<file path="src/hw/rtl/sdac_pkg.sv">
// shared types, constants and frame helpers for the serial dac command serializer
// no dependencies; imported by every module of the block
package sdac_pkg;

    localparam int FRAME_BITS_DEF = 24;
    localparam int OPCODE_W       = 3;
    localparam int CODE_W         = 16;
    localparam int RES_W          = 5;
    localparam int CMD_W          = 4;

    localparam logic [RES_W-1:0] RES_RESET = RES_W'(12);
    localparam logic [RES_W-1:0] RES_12    = RES_W'(12);
    localparam logic [RES_W-1:0] RES_10    = RES_W'(10);
    localparam logic [RES_W-1:0] RES_8     = RES_W'(8);

    localparam logic [CODE_W-1:0] MASK_12 = 16'h0FFF;
    localparam logic [CODE_W-1:0] MASK_10 = 16'h03FF;
    localparam logic [CODE_W-1:0] MASK_8  = 16'h00FF;

    localparam logic [CMD_W-1:0] DAC_CMD_LOAD_INPUT = 4'h0;
    localparam logic [CMD_W-1:0] CMD_UPDATE         = 4'h1;
    localparam logic [CMD_W-1:0] CMD_WRITE_UPDATE   = 4'h3;
    localparam logic [CMD_W-1:0] DAC_CMD_SHUTDOWN   = 4'h4;
    localparam logic [CMD_W-1:0] CMD_INTERNAL_REF   = 4'h6;
    localparam logic [CMD_W-1:0] CMD_SUPPLY_REF     = 4'h7;

    typedef enum logic [OPCODE_W-1:0] {
        OP_TICK         = 3'd0,
        OP_WRITE_INPUT  = 3'd1,
        OP_UPDATE       = 3'd2,
        OP_POWER_DOWN   = 3'd3,
        OP_INTERNAL_REF = 3'd4,
        OP_SUPPLY_REF   = 3'd5,
        OP_WRITE_UPDATE = 3'd6
    } op_t;

    typedef struct packed {
        logic [OPCODE_W-1:0] opcode;
        logic [CODE_W-1:0]   dac_code;
    } item_t;

    // mask to resolution and left-align in 16 bits; unsupported widths give zero
    function automatic logic [CODE_W-1:0] code_field(
        input logic [RES_W-1:0]  res,
        input logic [CODE_W-1:0] code
    );
        logic [CODE_W-1:0] f;
        f = '0;
        if (res == RES_12)
            f = (code & MASK_12) << 4;
        else if (res == RES_10)
            f = (code & MASK_10) << 6;
        else if (res == RES_8)
            f = (code & MASK_8) << 8;
        return f;
    endfunction

endpackage

</file>
<file path="src/hw/rtl/sdac_in_stage.sv">
// input register stage: holds one accepted beat until the engine takes it
// depends on sdac_pkg for the item struct
module sdac_in_stage
    import sdac_pkg::*;
(
    input  logic  clk,
    input  logic  rst_n,
    input  logic  in_valid,
    output logic  in_ready,
    input  item_t in_item,
    output logic  s1_valid,
    input  logic  s1_take,
    output item_t s1_item
);

    logic  valid_reg;
    logic  valid_next;
    item_t item_reg;

    assign in_ready   = !valid_reg || s1_take;
    assign valid_next = (in_valid && in_ready) || (valid_reg && !s1_take);

    always_ff @(posedge clk or negedge rst_n)
    begin
        if (!rst_n)
        begin
            valid_reg <= 1'b0;
        end
        else
        begin
            valid_reg <= valid_next;
        end
    end

    always_ff @(posedge clk)
    begin
        if (in_valid && in_ready)
        begin
            item_reg <= in_item;
        end
    end

    assign s1_valid = valid_reg;
    assign s1_item  = item_reg;

endmodule

</file>
<file path="src/hw/rtl/sdac_engine.sv">
// frame state, one-phase-per-tick update and the result register
// depends on sdac_pkg for opcodes, dac commands and the code field helper
module sdac_engine
    import sdac_pkg::*;
#(
    parameter int FRAME_BITS = FRAME_BITS_DEF
)
(
    input  logic             clk,
    input  logic             rst_n,
    input  logic             cfg_write_en,
    input  logic [RES_W-1:0] cfg_write_data,
    input  logic             s1_valid,
    output logic             s1_take,
    input  item_t            s1_item,
    output logic             out_valid,
    input  logic             out_ready,
    output logic             chip_select_n,
    output logic             serial_clock,
    output logic             serial_data,
    output logic             busy_res,
    output logic             rejected,
    output logic             frame_done
);

    localparam int PW = $clog2(2 * FRAME_BITS + 3);
    localparam logic [PW-1:0] LAST_BIT_PHASE = PW'(2 * FRAME_BITS);
    localparam logic [PW-1:0] HOLD_PHASE     = PW'(2 * FRAME_BITS + 1);

    logic [RES_W-1:0]      res_reg;
    logic [FRAME_BITS-1:0] shift_reg, shift_next;
    logic [PW-1:0]         phase_reg, phase_next;
    logic                  active_reg, active_next;
    logic                  sel_reg, sel_next;
    logic                  clk_lvl_reg, clk_lvl_next;
    logic                  dat_reg, dat_next;

    logic                  out_valid_reg;
    logic                  cs_out_reg, sck_out_reg, sd_out_reg;
    logic                  busy_out_reg, rej_out_reg, done_out_reg;

    logic                  is_cmd;
    logic                  uses_code;
    logic [CMD_W-1:0]      cmd;
    logic [CODE_W-1:0]     data;
    logic [FRAME_BITS-1:0] data_fit;
    logic [FRAME_BITS-1:0] new_frame;
    logic                  busy_c, rej_c, done_c;

    assign s1_take = s1_valid && (!out_valid_reg || out_ready);

    always_comb
    begin
        is_cmd    = 1'b1;
        uses_code = 1'b0;
        cmd       = DAC_CMD_LOAD_INPUT;
        unique case (op_t'(s1_item.opcode))
            OP_WRITE_INPUT:
            begin
                cmd       = DAC_CMD_LOAD_INPUT;
                uses_code = 1'b1;
            end
            OP_UPDATE:       cmd = CMD_UPDATE;
            OP_POWER_DOWN:   cmd = DAC_CMD_SHUTDOWN;
            OP_INTERNAL_REF: cmd = CMD_INTERNAL_REF;
            OP_SUPPLY_REF:   cmd = CMD_SUPPLY_REF;
            OP_WRITE_UPDATE:
            begin
                cmd       = CMD_WRITE_UPDATE;
                uses_code = 1'b1;
            end
            // tick, and the unused code, advance the frame
            default:         is_cmd = 1'b0;
        endcase
    end

    assign data = uses_code ? code_field(res_reg, s1_item.dac_code) : '0;

    generate
        if (FRAME_BITS > CODE_W)
        begin : g_wide
            assign data_fit = {{(FRAME_BITS - CODE_W){1'b0}}, data};
        end
        else if (FRAME_BITS == CODE_W)
        begin : g_even
            assign data_fit = data;
        end
        else
        begin : g_narrow
            assign data_fit = data[FRAME_BITS-1:0];
        end
    endgenerate

    // command sits in the top four bits, or-ed over the code on short frames
    assign new_frame = {cmd, {(FRAME_BITS - CMD_W){1'b0}}} | data_fit;

    always_comb
    begin
        shift_next   = shift_reg;
        phase_next   = phase_reg;
        active_next  = active_reg;
        sel_next     = sel_reg;
        clk_lvl_next = clk_lvl_reg;
        dat_next     = dat_reg;
        busy_c       = 1'b0;
        rej_c        = 1'b0;
        done_c       = 1'b0;
        if (is_cmd)
        begin
            busy_c = 1'b1;
            if (active_reg)
            begin
                rej_c = 1'b1;
            end
            else
            begin
                shift_next  = new_frame;
                phase_next  = '0;
                active_next = 1'b1;
            end
        end
        else if (active_reg)
        begin
            busy_c     = 1'b1;
            phase_next = phase_reg + 1'b1;
            if (phase_reg == '0)
            begin
                sel_next = 1'b0;
            end
            else if (phase_reg <= LAST_BIT_PHASE)
            begin
                if (phase_reg[0])
                begin
                    // first half of a bit: present msb, clock low
                    dat_next     = shift_reg[FRAME_BITS-1];
                    shift_next   = shift_reg << 1;
                    clk_lvl_next = 1'b0;
                end
                else
                begin
                    clk_lvl_next = 1'b1;
                end
            end
            else if (phase_reg == HOLD_PHASE)
            begin
                clk_lvl_next = 1'b0;
            end
            else
            begin
                sel_next    = 1'b1;
                active_next = 1'b0;
                phase_next  = '0;
                done_c      = 1'b1;
            end
        end
    end

    always_ff @(posedge clk or negedge rst_n)
    begin
        if (!rst_n)
        begin
            res_reg     <= RES_RESET;
            shift_reg   <= '0;
            phase_reg   <= '0;
            active_reg  <= 1'b0;
            sel_reg     <= 1'b1;
            clk_lvl_reg <= 1'b0;
            dat_reg     <= 1'b0;
        end
        else
        begin
            if (cfg_write_en)
            begin
                res_reg <= cfg_write_data;
            end
            if (s1_take)
            begin
                shift_reg   <= shift_next;
                phase_reg   <= phase_next;
                active_reg  <= active_next;
                sel_reg     <= sel_next;
                clk_lvl_reg <= clk_lvl_next;
                dat_reg     <= dat_next;
            end
        end
    end

    always_ff @(posedge clk or negedge rst_n)
    begin
        if (!rst_n)
        begin
            out_valid_reg <= 1'b0;
        end
        else if (s1_take)
        begin
            out_valid_reg <= 1'b1;
        end
        else if (out_ready)
        begin
            out_valid_reg <= 1'b0;
        end
    end

    always_ff @(posedge clk)
    begin
        if (s1_take)
        begin
            cs_out_reg   <= sel_next;
            sck_out_reg  <= clk_lvl_next;
            sd_out_reg   <= dat_next;
            busy_out_reg <= busy_c;
            rej_out_reg  <= rej_c;
            done_out_reg <= done_c;
        end
    end

    assign out_valid     = out_valid_reg;
    assign chip_select_n = cs_out_reg;
    assign serial_clock  = sck_out_reg;
    assign serial_data   = sd_out_reg;
    assign busy_res      = busy_out_reg;
    assign rejected      = rej_out_reg;
    assign frame_done    = done_out_reg;

endmodule

</file>
<file path="src/hw/rtl/spi_dac_command_serializer.sv">
// Serial dac command serializer. Each beat on the input is either a command (builds a frame
// of FRAME_BITS bits: 4-bit dac command on top, resolution-masked left-aligned code below)
// or a tick that plays out one pin phase: select low, two ticks per bit msb first (data with
// clock low, then clock high), a hold tick, then select high with frame_done. Every input
// beat yields exactly one output beat with the pin levels after it and status flags. One
// beat is taken per clock; each beat passes through the input register and then the result
// register, and the input stalls only while the result register is held by out_ready.
// A full frame takes 2*FRAME_BITS+3 ticks after its command; a command during a frame is rejected.
module spi_dac_command_serializer
    import sdac_pkg::*;
#(
    parameter int FRAME_BITS = FRAME_BITS_DEF
)
(
    input  logic                clk,
    input  logic                rst_n,
    input  logic                cfg_write_en,
    input  logic [RES_W-1:0]    cfg_write_data,
    input  logic                in_valid,
    output logic                in_ready,
    input  logic [OPCODE_W-1:0] opcode,
    input  logic [CODE_W-1:0]   dac_code,
    output logic                out_valid,
    input  logic                out_ready,
    output logic                chip_select_n,
    output logic                serial_clock,
    output logic                serial_data,
    output logic                busy_res,
    output logic                rejected,
    output logic                frame_done
);

    item_t in_item;
    item_t s1_item;
    logic  s1_valid;
    logic  s1_take;

    assign in_item.opcode   = opcode;
    assign in_item.dac_code = dac_code;

    sdac_in_stage u_in_stage (
        .clk      (clk),
        .rst_n    (rst_n),
        .in_valid (in_valid),
        .in_ready (in_ready),
        .in_item  (in_item),
        .s1_valid (s1_valid),
        .s1_take  (s1_take),
        .s1_item  (s1_item)
    );

    sdac_engine #(
        .FRAME_BITS (FRAME_BITS)
    ) u_engine (
        .clk            (clk),
        .rst_n          (rst_n),
        .cfg_write_en   (cfg_write_en),
        .cfg_write_data (cfg_write_data),
        .s1_valid       (s1_valid),
        .s1_take        (s1_take),
        .s1_item        (s1_item),
        .out_valid      (out_valid),
        .out_ready      (out_ready),
        .chip_select_n  (chip_select_n),
        .serial_clock   (serial_clock),
        .serial_data    (serial_data),
        .busy_res       (busy_res),
        .rejected       (rejected),
        .frame_done     (frame_done)
    );

endmodule

</file>
<file path="config.mk">
export PLATFORM = sky130hd
export DESIGN_NAME = spi_dac_command_serializer
export DESIGN_NICKNAME = d
export VERILOG_FILES = /design/src/hw/rtl/sdac_pkg.sv /design/src/hw/rtl/sdac_in_stage.sv /design/src/hw/rtl/sdac_engine.sv /design/src/hw/rtl/spi_dac_command_serializer.sv
export SDC_FILE = /design/constraint.sdc
export NUM_CORES = 1
export LEC_CHECK = 0
export ABC_AREA = 0
export BUFFER_PORTS_ARGS = -buffer_cell sky130_fd_sc_hd__clkbuf_2
export CAP_MARGIN = 10
export CELL_PAD_IN_SITES_DETAIL_PLACEMENT = 0
export CELL_PAD_IN_SITES_GLOBAL_PLACEMENT = 1
export CORE_MARGIN = 2
export CORE_UTILIZATION = 35
export DETAILED_ROUTE_END_ITERATION = 10
export PLACE_DENSITY_LB_ADDON = 0.2
export SLEW_MARGIN = 20
export SYNTH_ARGS = -nofsm -noshare
export SYNTH_HDL_FRONTEND = slang
export SYNTH_HIERARCHICAL = 1
export SYNTH_SLANG_ARGS = --single-unit
</file>
<file path="constraint.sdc">
create_clock -name clk -period 2.52 [get_ports clk]
set_input_delay 0.504 -clock clk [delete_from_list [all_inputs] [get_ports clk]]
set_output_delay 0.504 -clock clk [all_outputs]
set_load 0.02 [all_outputs]
</file>
==> results of run 1 <==
-- cell type report --
| cell class | count | share of cell area |
|---|---|---|
| clock buffer | 13 | 0.05271 |
| multi-input combinational | 173 | 0.3547 |
| clock inverter | 3 | 0.005857 |
| tap | 105 | 0.03843 |
| timing repair buffer | 45 | 0.07540 |
| sequential | 58 | 0.4564 |
| inverter | 15 | 0.01647 |
-- cells in the final DEF (no fill, tap or decap), types with 3 or more instances in the layout --
| cell | n |
|---|---|
| clkbuf_2 | 32 |
| nor2_1 | 10 |
| o21ai_0 | 31 |
| inv_1 | 14 |
| mux2i_1 | 7 |
| dfrtp_1 | 34 |
| a22o_1 | 6 |
| ha_1 | 3 |
| nand3_1 | 5 |
| a21oi_1 | 7 |
| clkbuf_8 | 11 |
| edfxtp_1 | 21 |
| nand2_1 | 26 |
| nand4_1 | 5 |
| mux2_2 | 14 |
| o221ai_1 | 6 |
| buf_4 | 13 |
| nor2b_1 | 4 |
| mux2_4 | 7 |
| nor3b_1 | 4 |
| nand2b_1 | 7 |
| dfstp_2 | 3 |
-- final timing paths --
check / from / endpoint / cells after the start
min: rst_n / u_engine/shift_reg[20] / 1
min reg2reg: u_engine/shift_reg[12] / u_engine/shift_reg[12] / 1
max in group asynchronous: rst_n / u_engine/sel_reg / 2
max reg2reg: u_engine/phase_reg[1] / u_engine/shift_reg[22] / 8
max: u_engine/phase_reg[1] / u_engine/shift_reg[22] / 8
min in group clk: dac_code[0] / u_in_stage/s1_item[0] / 1
-- metal layers --
metal  routed length, µm  GRT usage
met3                 211    0.02873
met1                2743     0.1897
met4                  94    0.07246
met2                2726     0.2376
met5                   0          0
-- metrics by stage --
stage          power [µW]    util  worst slack (ns)  cell area [µm²]
3_3_place_gp         2088  0.3956            0.2389             3218
6_report             2916  0.4202            0.1988             3418
2_1_floorplan        1865       -            0.2897             2895
5_1_grt              3118  0.4202           0.02001             3418
4_1_cts              2955  0.4202            0.1915             3418
3_5_place_dp         2101  0.3956            0.2012             3218
-- critical path, cell delays in order, from the launching register on --
cell,delay [ns]
dfrtp_1,0.41
inv_1,0.11
ha_1,0.16
nor3b_1,0.31
mux2i_1,0.34
nand3_2,0.17
a21oi_4,0.16
buf_4,0.23
mux2_4,0.31
-- power groups by stage --
| stage | sequential, µW | combinational [µW] | clock, µW |
|---|---|---|---|
| after floorplan | 1330 | 532 | 0 |
| after global placement | 1340 | 744 | 0 |
| after detailed placement | 1350 | 754 | 0 |
| after CTS | 1330 | 757 | 867 |
| after global routing | 1360 | 847 | 912 |
| final | 1330 | 748 | 839 |
==> run_results.csv, run 1 <==
group,metric,value,unit
outcome,status,"completed",
global_route,overflow,0,
sta,whs,0.06066,ns
cts,cts_buffer_depth,2,
detailed_routing,drtIter0Drc,102,
finish,drive_above_1_share,0.2997,
die,io-pin-count,37,
critical_path,critPathMaxFanout,9,
finish,diodes,0,
power_and_ir_drop,p_leak,0.001457,µW
power_and_ir_drop,p_per_area,853.2,nW/µm²
sta,rsz0062_at_grt,"false",
die,die_h,94.95,µm
hold_path,hp-class,"input pin to asynchronous set/reset pin",
detailed_routing,drc,0,
sta,finalSetupViolCount,0,
global_route,antenna_found_initial,0,
critical_path,cp.arrival,2.54,ns
detailed_routing,routed_wl,5776,µm
detailed_routing,avgViaCountPerCell,4.964,
critical_path,cp-end-kind,"flop",
die,die-area,9016,µm²
global_route,grt_max_degree,17,
power_and_ir_drop,swShare,0.3137,
power_and_ir_drop,worst_ir_drop_vdd,0.4286,mV
detailed_routing,drt_first_pass_iters,6,
finish,largest_register_ffs,20,
global_route,grt_usage,0.1475,
power_and_ir_drop,power_frac_clock,0.288,
sta,max_freq,430.8,MHz
cts,clk_pin_slew,0.07,ns
critical_path,required,2.74,ns
finish,n_fill_cell,765,
finish,fin_cells,412,
cts,clock-root-buffer,"clkbuf_8",
cts,clock_latency,0.34,ns
sta,tightestPinTransition,0.4277,ns
place,gp_congestion,0.7500,
detailed_routing,ant_nets,0,
global_route,grt_pass1_wl,10110,µm
critical_path,r2r_slack,0.20,ns
detailed_routing,wl_per_cell,14.02,µm
power_and_ir_drop,comb_power_share,0.256,
run,cap_violations,0,
cts,cts_max_level,3,
finish,multi_input_area,1212,µm²
power_and_ir_drop,power_frac_seq,0.456,
sta,fin_crit,2.321,ns
die,placementRows,33,
synth,yosys_warnings,6,
sta,relSlewSlack,0.7125,
sta,finalCritPeriodShare,0.9211,
place,dpl.cell_count,396,
power_and_ir_drop,p_int,2002,µW
power_and_ir_drop,p_sw,914.8,µW
critical_path,critPathKind,"flop to flop",
cts,ctsHoldBuffers,0,
cts,clock-sinks,58,
critical_path,cp-start-kind,"flop",
sta,slew_viol_final,0,
synth,postSynthCellCount,256,
synth,synthesis.area,2895,µm²
synth,syn-num-nets,288,
cts,cts_buffers,9,
finish,syn2layout_area_growth,18.06,%
sta,fin_tns_setup,0,ns
sta,finalHoldViolCount,0,
cts,cts_resized,0,
die,core_area,8134,µm²
place,port_buffers,32,
synth,avgSynthCellArea,11.31,µm²
global_route,grt_pass1_vias,2118,
sta,fin_skew,0.01197,ns
finish,final_nets,334,
die,fp.dieW,94.95,µm
finish,final-seq-area,1560,µm²
detailed_routing,num_vias,2045,
place,hpwl,4246,µm
cts,cts_tree,"built",
cts,post_cts_buffers,0,
die,initial_core_util,0.3559,
(Power assumes the default switching activity.)
==> run 2: changes to the inputs <==
--- a/config.mk
+++ b/config.mk
@@ -8,10 +8,9 @@
 export ABC_AREA = 0
 export BUFFER_PORTS_ARGS = -buffer_cell sky130_fd_sc_hd__clkbuf_2
 export CAP_MARGIN = 10
-export CELL_PAD_IN_SITES_DETAIL_PLACEMENT = 0
-export CELL_PAD_IN_SITES_GLOBAL_PLACEMENT = 1
 export CORE_MARGIN = 2
 export CORE_UTILIZATION = 35
+export CTS_BUF_LIST = sky130_fd_sc_hd__clkbuf_8
 export DETAILED_ROUTE_END_ITERATION = 10
 export PLACE_DENSITY_LB_ADDON = 0.2
 export SLEW_MARGIN = 20
==> run_results.csv, run 2 (synthesis gave the netlist of run 1 again) <==
group,metric,value,unit
finish,diodes,0,
detailed_routing,wl_per_cell,13.49,µm
critical_path,required,2.73,ns
die,core_area,8134,µm²
sta,finalHoldViolCount,0,
hold_path,hp-class,"input pin to asynchronous set/reset pin",
detailed_routing,num_vias,1990,
sta,relSlewSlack,0.6069,
cts,cts_max_level,3,
sta,fin_crit,2.321,ns
finish,largest_register_ffs,20,
place,hpwl,3921,µm
die,die-area,9016,µm²
global_route,grt_max_degree,38,
cts,clk_pin_slew,0.07,ns
die,placementRows,33,
die,initial_core_util,0.3559,
detailed_routing,avgViaCountPerCell,4.877,
cts,ctsHoldBuffers,0,
global_route,grt_pass1_vias,1978,
finish,layout_commonest_cell,"dfrtp_1",
cts,clock_latency,0.33,ns
cts,cts_buffers,9,
sta,slew_viol_final,0,
critical_path,critPathKind,"flop to flop",
power_and_ir_drop,p_leak,0.001457,µW
power_and_ir_drop,p_per_area,887.2,nW/µm²
finish,final_cell_mix,"dfrtp_1, clkbuf_2, o21ai_0",
run,cap_violations,0,
cts,clock-sinks,58,
sta,tightestPinTransition,0.5834,ns
global_route,antenna_found_initial,0,
cts,cts_buffer_depth,2,
die,io-pin-count,37,
die,fp.dieW,94.95,µm
global_route,grt_pass1_wl,9618,µm
sta,max_freq,430.9,MHz
critical_path,cp.arrival,2.53,ns
detailed_routing,drt_first_pass_iters,3,
die,die_h,94.95,µm
sta,fin_tns_setup,0,ns
outcome,status,"completed",
cts,cts_tree,"built",
critical_path,cp-start-kind,"flop",
global_route,overflow,0,
cts,post_cts_buffers,0,
global_route,grt_usage,0.1402,
sta,whs,0.2217,ns
critical_path,critPathMaxFanout,16,
finish,n_fill_cell,782,
sta,finalSetupViolCount,0,
sta,fin_skew,0.005670,ns
sta,finalCritPeriodShare,0.9209,
detailed_routing,routed_wl,5505,µm
place,port_buffers,32,
cts,clock-root-buffer,"clkbuf_8",
detailed_routing,ant_nets,0,
sta,rsz0062_at_grt,"false",
cts,cts_resized,0,
detailed_routing,drtIter0Drc,96,
finish,drive_above_1_share,0.2904,
critical_path,r2r_cells,8,
finish,syn2layout_area_growth,18.41,%
finish,final_nets,330,
critical_path,cp-end-kind,"flop",
place,gp_congestion,0.8503,
detailed_routing,drc,0,
power_and_ir_drop,worst_ir_drop_vdd,0.3472,mV
## run 2: cell types whose count changed in the layout (fill, tap and decap cells not counted), sizes merged
| cell | change |
|---|---|
| buf | -4 |
| bufinv | +2 |
| clkbuf | -2 |
| clkinv | +1 |
| clkinvlp | -1 |
## run 2: through the flow
stage	instances	setup WS, ns	power (µW)	utilization	instance area, µm²
after floorplan	256	0.2897	1865	-	2895
after global placement	392	0.2550	2079	0.3935	3201
after detailed placement	392	0.2319	2096	0.3935	3201
after CTS	408	0.1965	3083	0.4215	3428
after global routing	408	0.05071	3245	0.4215	3428
final	408	0.1993	3042	0.4215	3428
## run 2: final timing paths
path	startpoint	end	slack, ns
min	rst_n	u_engine/out_valid	0.22
max reg2reg	u_engine/phase_reg[1]	u_engine/shift_reg[11]	0.20
max in group asynchronous	rst_n	u_engine/res_reg[3]	1.94
max	u_engine/phase_reg[1]	u_engine/shift_reg[11]	0.20
min reg2reg	u_engine/dat_reg	u_engine/dat_reg	0.50
min in group clk	dac_code[11]	u_in_stage/s1_item[11]	0.35
## run 2: cell type report
type / count / area (µm²) / share of cell area
clock buffers: 11 / 151.4 / 0.04416
inverters: 15 / 56.30 / 0.01642
flip-flops and latches: 58 / 1560 / 0.4551
repair buffers: 41 / 240.2 / 0.07007
multi-input cells: 173 / 1212 / 0.3536
clock inverters: 5 / 76.32 / 0.02226
well taps: 105 / 131.4 / 0.03832
## run 2: power breakdown
group | leakage, µW | switching, µW | internal, µW | total (µW)
logic | 0.000678 | 403 | 349 | 752
clock network | 0.000113 | 357 | 605 | 962
registers | 0.000666 | 144 | 1180 | 1330
total | 0.00146 | 904 | 2140 | 3040
## run 2: worst max-delay path, cell delays in order, from the launching register on
cell,delay [ns]
dfrtp_1,0.40
inv_1,0.10
ha_1,0.16
nor3b_1,0.32
mux2i_1,0.35
nand3_2,0.16
a21oi_4,0.17
buf_12,0.18
mux2_2,0.35
## run 2: layer usage
metal | wire length [µm] | vias up | global-route usage | part of all wire
met1 | 2572 | 926 | 0.1687 | 0.47
met5 | 0 | - | 0 | 0
li1 | - | 1022 | - | -
met2 | 2659 | 34 | 0.2364 | 0.48
met3 | 191 | 8 | 0.04310 | 0.035
met4 | 81 | 0 | 0.05072 | 0.015
